## config.mk

```make
export PLATFORM = sky130hd
export DESIGN_NAME = tmwc_ctrl
export DESIGN_NICKNAME = d
export VERILOG_FILES = /design/src/rtl/tmwc_pkg.sv /design/src/rtl/tmwc_ctrl.sv
export SDC_FILE = /design/constraint.sdc
export NUM_CORES = 1
export LEC_CHECK = 0
export ABC_AREA = 1
export ABC_CLOCK_PERIOD_IN_PS = 3000
export BUFFER_PORTS_ARGS = -buffer_cell sky130_fd_sc_hd__buf_2
export CELL_PAD_IN_SITES_DETAIL_PLACEMENT = 1
export CELL_PAD_IN_SITES_GLOBAL_PLACEMENT = 1
export CORE_MARGIN = 2
export CORE_UTILIZATION = 40
export DETAILED_ROUTE_END_ITERATION = 10
export PLACE_DENSITY_LB_ADDON = 0.1
export REMOVE_ABC_BUFFERS = 1
export SLEW_MARGIN = 20
export SYNTH_ARGS = -nofsm -noshare
export SYNTH_HDL_FRONTEND = slang
export SYNTH_SLANG_ARGS = --single-unit
export TNS_END_PERCENT = 30
```

## constraint.sdc

```tcl
create_clock -name aclk -period 3 [get_ports aclk]
set_input_delay 0.45 -clock aclk [delete_from_list [all_inputs] [get_ports aclk]]
set_output_delay 0.45 -clock aclk [all_outputs]
set_load 0.05 [all_outputs]
```

## src/rtl/tmwc_pkg.sv

```systemverilog
`timescale 1ns / 1ps
// ----------------------------------------------------------------------------
// tmwc_pkg
// Shared constants, codes and control structs of the weighted centroid unit.
// ----------------------------------------------------------------------------
package tmwc_pkg;

    localparam int DEF_MAX_VERTICES = 4096;
    localparam int DEF_VOLUME_SHIFT = 24;

    localparam int IDX_W   = 12;
    localparam int IN_W    = 18;
    localparam int CRD_W   = 19;
    localparam int VTX_W   = 3 * CRD_W;
    localparam int CEN_W   = 19;
    localparam int TOT_W   = 48;
    localparam int ACC_W   = 64;
    localparam int Q_STEPS = 19;

    localparam int S_DATA_W = 168;
    localparam int M_DATA_W = 112;

    // item kinds carried on s_tuser
    typedef enum logic [1:0] {
        FUNC_LOAD   = 2'd0,
        FUNC_TET    = 2'd1,
        FUNC_FINISH = 2'd2,
        FUNC_NONE   = 2'd3
    } func_t;

    typedef struct packed {
        logic       load_in;
        logic       wr_en;
        logic       rd_en;
        logic [1:0] rd_sel;
        logic       edge_en;
        logic       mul1_en;
        logic       mul2_en;
        logic       wgt_en;
        logic       mul3_en;
        logic       acc_en;
        logic       fin_start;
        logic       div_step;
        logic       out_load;
    } cmd_t;

    typedef struct packed {
        logic corners_ok;
        logic empty;
    } status_t;

endpackage

```

## src/rtl/tmwc_ctrl.sv

```systemverilog
`timescale 1ns / 1ps
// ----------------------------------------------------------------------------
// tmwc_ctrl
// Sequencer: item intake, vertex reads, weight pipeline steps, division
// steps and output register handshake.
// ----------------------------------------------------------------------------
module tmwc_ctrl (
    input  logic             aclk,
    input  logic             aresetn,
    input  logic             s_tvalid,
    output logic             s_tready,
    input  logic [1:0]       s_tuser,
    output logic             m_tvalid,
    input  logic             m_tready,
    output tmwc_pkg::cmd_t   cmd,
    input  tmwc_pkg::status_t sts
);

    typedef enum logic [11:0] {
        ST_IDLE   = 12'b000000000001,
        ST_READ   = 12'b000000000010,
        ST_WAIT   = 12'b000000000100,
        ST_EDGE   = 12'b000000001000,
        ST_MUL1   = 12'b000000010000,
        ST_MUL2   = 12'b000000100000,
        ST_WGT    = 12'b000001000000,
        ST_MUL3   = 12'b000010000000,
        ST_ACC    = 12'b000100000000,
        ST_FSTART = 12'b001000000000,
        ST_DIV    = 12'b010000000000,
        ST_FOUT   = 12'b100000000000
    } state_t;

    state_t     state_reg, state_next;
    logic [4:0] cnt_reg, cnt_next;
    logic       out_valid_reg, out_valid_next;
    logic       accept;

    assign s_tready = (state_reg == ST_IDLE);
    assign accept   = s_tvalid && s_tready;
    assign m_tvalid = out_valid_reg;

    // next state and commands
    always_comb begin
        state_next     = state_reg;
        cnt_next       = cnt_reg;
        out_valid_next = out_valid_reg && !m_tready;
        cmd            = '0;
        cmd.rd_sel     = cnt_reg[1:0];
        unique case (state_reg)
            ST_IDLE: begin
                if (accept) begin
                    cmd.load_in = 1'b1;
                    case (s_tuser)
                        tmwc_pkg::FUNC_LOAD: cmd.wr_en = 1'b1;
                        tmwc_pkg::FUNC_TET: begin
                            if (sts.corners_ok) begin
                                state_next = ST_READ;
                                cnt_next   = '0;
                            end
                        end
                        tmwc_pkg::FUNC_FINISH: state_next = ST_FSTART;
                        default: ;
                    endcase
                end
            end
            ST_READ: begin
                cmd.rd_en = 1'b1;
                cnt_next  = cnt_reg + 5'd1;
                if (cnt_reg[1:0] == 2'd3) begin
                    state_next = ST_WAIT;
                end
            end
            ST_WAIT: state_next = ST_EDGE;
            ST_EDGE: begin
                cmd.edge_en = 1'b1;
                state_next  = ST_MUL1;
            end
            ST_MUL1: begin
                cmd.mul1_en = 1'b1;
                state_next  = ST_MUL2;
            end
            ST_MUL2: begin
                cmd.mul2_en = 1'b1;
                state_next  = ST_WGT;
            end
            ST_WGT: begin
                cmd.wgt_en = 1'b1;
                state_next = ST_MUL3;
            end
            ST_MUL3: begin
                cmd.mul3_en = 1'b1;
                state_next  = ST_ACC;
            end
            ST_ACC: begin
                cmd.acc_en = 1'b1;
                state_next = ST_IDLE;
            end
            ST_FSTART: begin
                cmd.fin_start = 1'b1;
                cnt_next      = '0;
                state_next    = sts.empty ? ST_FOUT : ST_DIV;
            end
            ST_DIV: begin
                cmd.div_step = 1'b1;
                cnt_next     = cnt_reg + 5'd1;
                if (cnt_reg == 5'(tmwc_pkg::Q_STEPS - 1)) begin
                    state_next = ST_FOUT;
                end
            end
            ST_FOUT: begin
                if (!out_valid_reg || m_tready) begin
                    cmd.out_load   = 1'b1;
                    out_valid_next = 1'b1;
                    state_next     = ST_IDLE;
                end
            end
            default: state_next = ST_IDLE;
        endcase
    end

    // control registers
    always_ff @(posedge aclk) begin
        if (!aresetn) begin
            state_reg     <= ST_IDLE;
            cnt_reg       <= '0;
            out_valid_reg <= 1'b0;
        end else begin
            state_reg     <= state_next;
            cnt_reg       <= cnt_next;
            out_valid_reg <= out_valid_next;
        end
    end

endmodule

```

==> results of run 1 <==
cell type report:
type	count	area, um^2
Tap cell	31	38.8
Sequential cell	18	360
Clock buffer	3	22.5
Inverter	38	144
Timing Repair Buffer	23	115
Fill cell	393	1450
Multi-Input combinational cell	118	672
metal layers:
metal	part of all wire, %	routed length (um)	global-route usage (%)
met5	0	0	0
met4	1.4	38	6.17
met1	48	1340	22.4
met3	3.8	106	2.86
met2	46	1290	29.0
path summary, 6_finish.rpt:
check | slack [ns] | from | to
setup reg to reg | 1.52 | state_reg[0] | state_reg[0]
hold reg to reg | 0.51 | cnt_reg[4] | cnt_reg[4]
hold / removal | 0.42 | m_tready | m_tvalid
setup / recovery | 0.86 | state_reg[4] | cmd[7]
cell usage in the layout, fill, tap and decap left out:
master / instances
clkinv_2: 1
inv_1: 36
clkbuf_4: 3
o21ai_4: 1
nor3_1: 3
or2_2: 2
nor2_4: 4
o21ai_0: 3
o21ai_2: 1
a21oi_2: 4
nand3_1: 14
nand2_2: 8
dfxtp_1: 18
ha_1: 2
inv_2: 1
a21oi_1: 3
nand4_1: 5
nor2_1: 23
nand2_4: 3
nor2_8: 1
nor2_2: 5
nor4_1: 2
a31o_2: 1
o21bai_1: 1
buf_2: 23
o21ai_1: 2
xor2_1: 2
nand2_1: 28
logic make-up (layout without fill, tap and decap cells):
kind of cell             after synthesis  count (layout)  synth area share (%)
AND/OR/NAND/NOR                       98              98                  42.8
buffers and inverters                 42              64                  13.9
flip-flops                            18              18                  30.1
AO/OA/AOI/OAI                         16              16                  9.71
adder cells (fa/ha/maj)                2               2                  2.09
XOR/XNOR                               2               2                  1.46
tightest hold or removal path, cell delays in order:
cell and delay (ns):
buf_2 0.07, nor2_1 0.05, inv_1 0.05, a21oi_1 0.05
power breakdown:
group / internal [mW] / switching [mW]
Sequential: 0.256 / 0.0169
Clock: 0.0467 / 0.0746
Combinational: 0.127 / 0.318
Total: 0.430 / 0.410
==> reports/results.ini, run 1 <==
[synthesis]
ys_seq_area_share_pct=30.1
syn_area_per_cell_um2=6.73
synth_async_sr_flop_share_pct=0
synth_area_um2=1200
synth_edf_count=0
yosysWarnings=0
synth_area_leader_cell=dfxtp_1
ys_types=28
ys_ff_latch=18
synth_most_common_cell=inv_1
yosysTopAreaCellShare_pct=30.1
netlist_instances=178
synth_area_leaders=dfxtp_1 (30%), inv_1 (11%), nand2_1 (8.8%), nor2_1 (7.2%), nand3_1 (5.8%)
synthTopCellsByCount=inv_1 (36), nand2_1 (28), nor2_1 (23), dfxtp_1 (18), nand3_1 (14)
ys.flop_type=dfxtp_1

[run]
cap_violations=0

[critical_path]
arrival_ns=1.69
cp-end-kind=primary output
cp_max_fo=2
cp_slowest_stage_delay_ns=0.39
slowest_stage=dfxtp_1
critPathKind=reg2out
crit_family=simple AND/OR/NAND/NOR gates
path_buf_inv=2
cp.required_ns=2.55
crit_path_start_kind=flip-flop
cp.depth=4
worst_r2r_path_depth=8
path_cells=inv_1 > or2_2 > nor4_1 > buf_2

[clock_network]
postCtsSetupBuffers=0
cts-root-buf=clkbuf_4
cts_tree=yes
cts.htree.levels=1
clock_latency_ns=0.29
cts_resized=0
hold_buffers=0
clk_pin_slew_worst_paths_ns=0.11
cts_buffers=3
cts.sinks=18
clk_path_buf_depth=2

[cells_and_area]
final_nets=212
antenna_cells=0
drive_gt1_share_pct=29.0
fin_area_um2=1350
post-route-util_pct=48.2
area_growth_pct=12.8
fin_cells=231
largest_reg_flops=12

[grt]
grt_max_degree=12
antenna_found_initial=0
grt_pass1_wl_mm=4.64
grt_pass1_vias=1133
grt_overflow=0
grt_usage_pct=17.3

[floorplan]
ios=24
die_area_um2=3450
core_um2=2810
dieHeight_um=58.7
floorplan.initialDensity_pct=42.7
die_w_um=58.7
rows=19

[route]
via_per_inst=4.86
drt_iter0_drc=22
firstDrtPassIters=7
drc_errors=3
antenna_left=0
vias=1122
routed_wl_mm=2.78
post_drt_wl_per_cell_um=12.0

[placement]
place_congestion=0.788
place_ws_ns=1.17
dp_cells=228
place_area_um2=1330
dp_hpwl_mm=2.35
portBuffers=23

[timing]
worstMarginPinSlew_ns=0.453
max_slew_margin_pct=69.8
rsz0062_at_grt=false
timing.fmax_ghz=0.467
setup_tns_ns=0
fin_worst_skew_ns=0.00754
hold_viol_final=0
finalMaxSlewViolations=0
finalSetupViolations=0
min_period_over_period_pct=71.4
period_needed_ns=2.14
setup_ws_ns=0.857
whs_ns=0.420

[hold_path]
hold_class=in2reg
hold_depth=4

[run_status]
violations=design-rule violations
status=complete, but fails checks

[pwr]
p_per_area_nw_per_um2=621
ir_drop_uv=505
power.total_uw=840
power.leakage_nw=0.768

(Power assumes the default switching activity.)
==> run 2, diff against run 1 <==
Settings changed: ABC_CLOCK_PERIOD_IN_PS 3000 to 2100, CORE_UTILIZATION 40 to 38.
Clock period 3 ns to 2.1 ns, I/O delays scaled along.
==> run 2 against run 1 <==
Net effect:
- the run now ends clean
- global-route usage up 0.42 points
- power increased by 49%
- final area rose by 3.1%
- largest power group unchanged
- combinational power grew 44%
- count of clock-buffer cells in the layout rose by 1
==> reports/results.ini, run 2 (synthesis results as in run 1) <==
[floorplan]
dieHeight_um=60.2  ; was 58.7 um
rows=20  ; was 19
ios=24  ; unchanged
die_w_um=60.2  ; was 58.7 um
core_um2=3030  ; was 2810 um^2
floorplan.initialDensity_pct=39.6  ; was 42.7%
die_area_um2=3620  ; was 3450 um^2

[timing]
finalSetupViolations=0  ; unchanged
setup_tns_ns=0  ; unchanged
rsz0062_at_grt=false  ; unchanged
period_needed_ns=1.96
fin_worst_skew_ns=0.00197  ; was 0.00754 ns
worstMarginPinSlew_ns=0.438  ; was 0.453 ns
hold_viol_final=0  ; unchanged
finalMaxSlewViolations=0  ; unchanged
setup_ws_ns=0.142  ; was 0.857 ns
min_period_over_period_pct=93.3
max_slew_margin_pct=70.8  ; was 69.8%
timing.fmax_ghz=0.511

[cells_and_area]
drive_gt1_share_pct=30.3  ; was 29.0%
n_fill_cell=418  ; was 393
post-route-util_pct=46.0  ; was 48.2%
fin_area_um2=1390  ; was 1350 um^2
antenna_cells=0  ; unchanged
fin_cells=245  ; was 231
area_growth_pct=16.3  ; was 12.8%
final_nets=212  ; unchanged
largest_reg_flops=12  ; unchanged
final_cell_mix=inv_1 (36), nand2_1 (28), nor2_1 (22), buf_2 (22), dfxtp_1 (18)  ; was inv_1 (36), nand2_1 (28), nor2_1 (23), buf_2 (23), dfxtp_1 (18)
layout.cells.most_common=inv_1  ; unchanged

[critical_path]
critPathKind=reg2out  ; unchanged
arrival_ns=1.64  ; was 1.69 ns
slowest_stage=dfxtp_1  ; unchanged
cp.required_ns=1.78  ; was 2.55 ns
cp_slowest_stage_delay_ns=0.35  ; was 0.39 ns
cpMostUsedCell=nand2_4
crit_path_start_kind=flip-flop  ; unchanged
cp-end-kind=primary output  ; unchanged
cp_max_fo=8  ; was 2
path_cells=nor2_2 > nand2_4 > nor2_8 > nand2_4 > nor4_1 > buf_2  ; was inv_1 > or2_2 > nor4_1 > buf_2
crit_family=simple AND/OR/NAND/NOR gates  ; unchanged
path_buf_inv=1  ; was 2

[clock_network]
cts_resized=0  ; unchanged
cts_buffers=3  ; unchanged
cts-root-buf=clkbuf_4  ; unchanged
clk_path_buf_depth=2  ; unchanged
cts.sinks=18  ; unchanged
postCtsSetupBuffers=0  ; unchanged
cts.htree.levels=1  ; unchanged
clk_pin_slew_worst_paths_ns=0.11  ; about the same
cts_tree=yes  ; unchanged
hold_buffers=0  ; unchanged
clock_latency_ns=0.30  ; was 0.29 ns

[grt]
grt_pass1_vias=1110  ; was 1133
grt_pass1_wl_mm=4.81  ; was 4.64 mm
grt_overflow=0  ; unchanged
grt_max_degree=12  ; unchanged
grt_usage_pct=17.7  ; was 17.3%
antenna_found_initial=0  ; unchanged

[run]
cap_violations=0  ; unchanged

[route]
vias=1146  ; was 1122
post_drt_wl_per_cell_um=11.6  ; was 12.0 um
via_per_inst=4.68  ; was 4.86
firstDrtPassIters=3  ; was 7
drc_errors=0  ; was 3
routed_wl_mm=2.83  ; was 2.78 mm
antenna_left=0  ; unchanged
drt_iter0_drc=15  ; was 22

[placement]
dp_cells=241  ; was 228
dp_hpwl_mm=2.34  ; was 2.35 mm
place_congestion=0.798  ; was 0.788
portBuffers=23  ; unchanged
place_area_um2=1350  ; was 1330 um^2
place_ws_ns=0.403  ; was 1.17 ns

[pwr]
p_per_area_nw_per_um2=897  ; was 621 nW/um^2
power.leakage_nw=0.775  ; was 0.768 nW
ir_drop_uv=611  ; was 505 uV

[run_status]
status=completed  ; was complete, but fails checks

[hold_path]
hold_class=in2reg  ; unchanged

==> run 2: cell types whose count changed in the layout (fill, tap and decap cells not counted), sizes merged <==
cell / previous run / this run
clkbuf: 3 / 5
buf: 23 / 22
==> run 2: worst paths after layout <==
| path | from | slack (ns) | cells after the start | endpoint |
|---|---|---|---|---|
| worst min-delay path | sts[0] | 0.28 | 4 | state_reg[10] |
| worst max register to register | state_reg[2] | 0.61 | 10 | state_reg[1] |
| worst max-delay path | state_reg[8] | 0.14 | 6 | cmd[12] |
| worst min register to register | cnt_reg[1] | 0.53 | 2 | cnt_reg[1] |
==> run 2: area by class of cell <==
type	instances	area, um^2	area share [%]
Tap cell	44	55.1	3.95
Sequential cell	18	360	25.9
Inverter	38	144	10.3
Timing Repair Buffer	23	118	8.44
Multi-Input combinational cell	118	681	48.8
Clock buffer	4	36.3	2.60
==> run 2: routing by layer <==
layer / wire, um / global-route usage (%) / vias up
li1: - / - / 591
met1: 1360 / 23.0 / 530
met2: 1340 / 29.3 / 20
met3: 79 / 2.81 / 5
met4: 49 / 6.67 / 0
met5: 0 / 0 / -
==> run 2: per-stage QoR <==
stage                     total power, mW  hold slack [ns]
after floorplan                     0.905            0.400
after global placement               1.02            0.484
after detailed placement             1.04            0.503
after CTS                            1.26            0.269
after global routing                 1.33            0.295
final                                1.25            0.276
==> run 2: where the power goes <==
group | switching [mW] | total [mW] | internal (mW)
Sequential | 0.0230 | 0.389 | 0.366
Combinational | 0.456 | 0.640 | 0.183
Clock | 0.116 | 0.222 | 0.106
==> run 2: tightest hold or removal path, delay by kind of cell <==
kind / cells / cell delay (ns)
buf+inv: 2 / 0.12
compound gates: 1 / 0.05
simple gates: 1 / 0.05
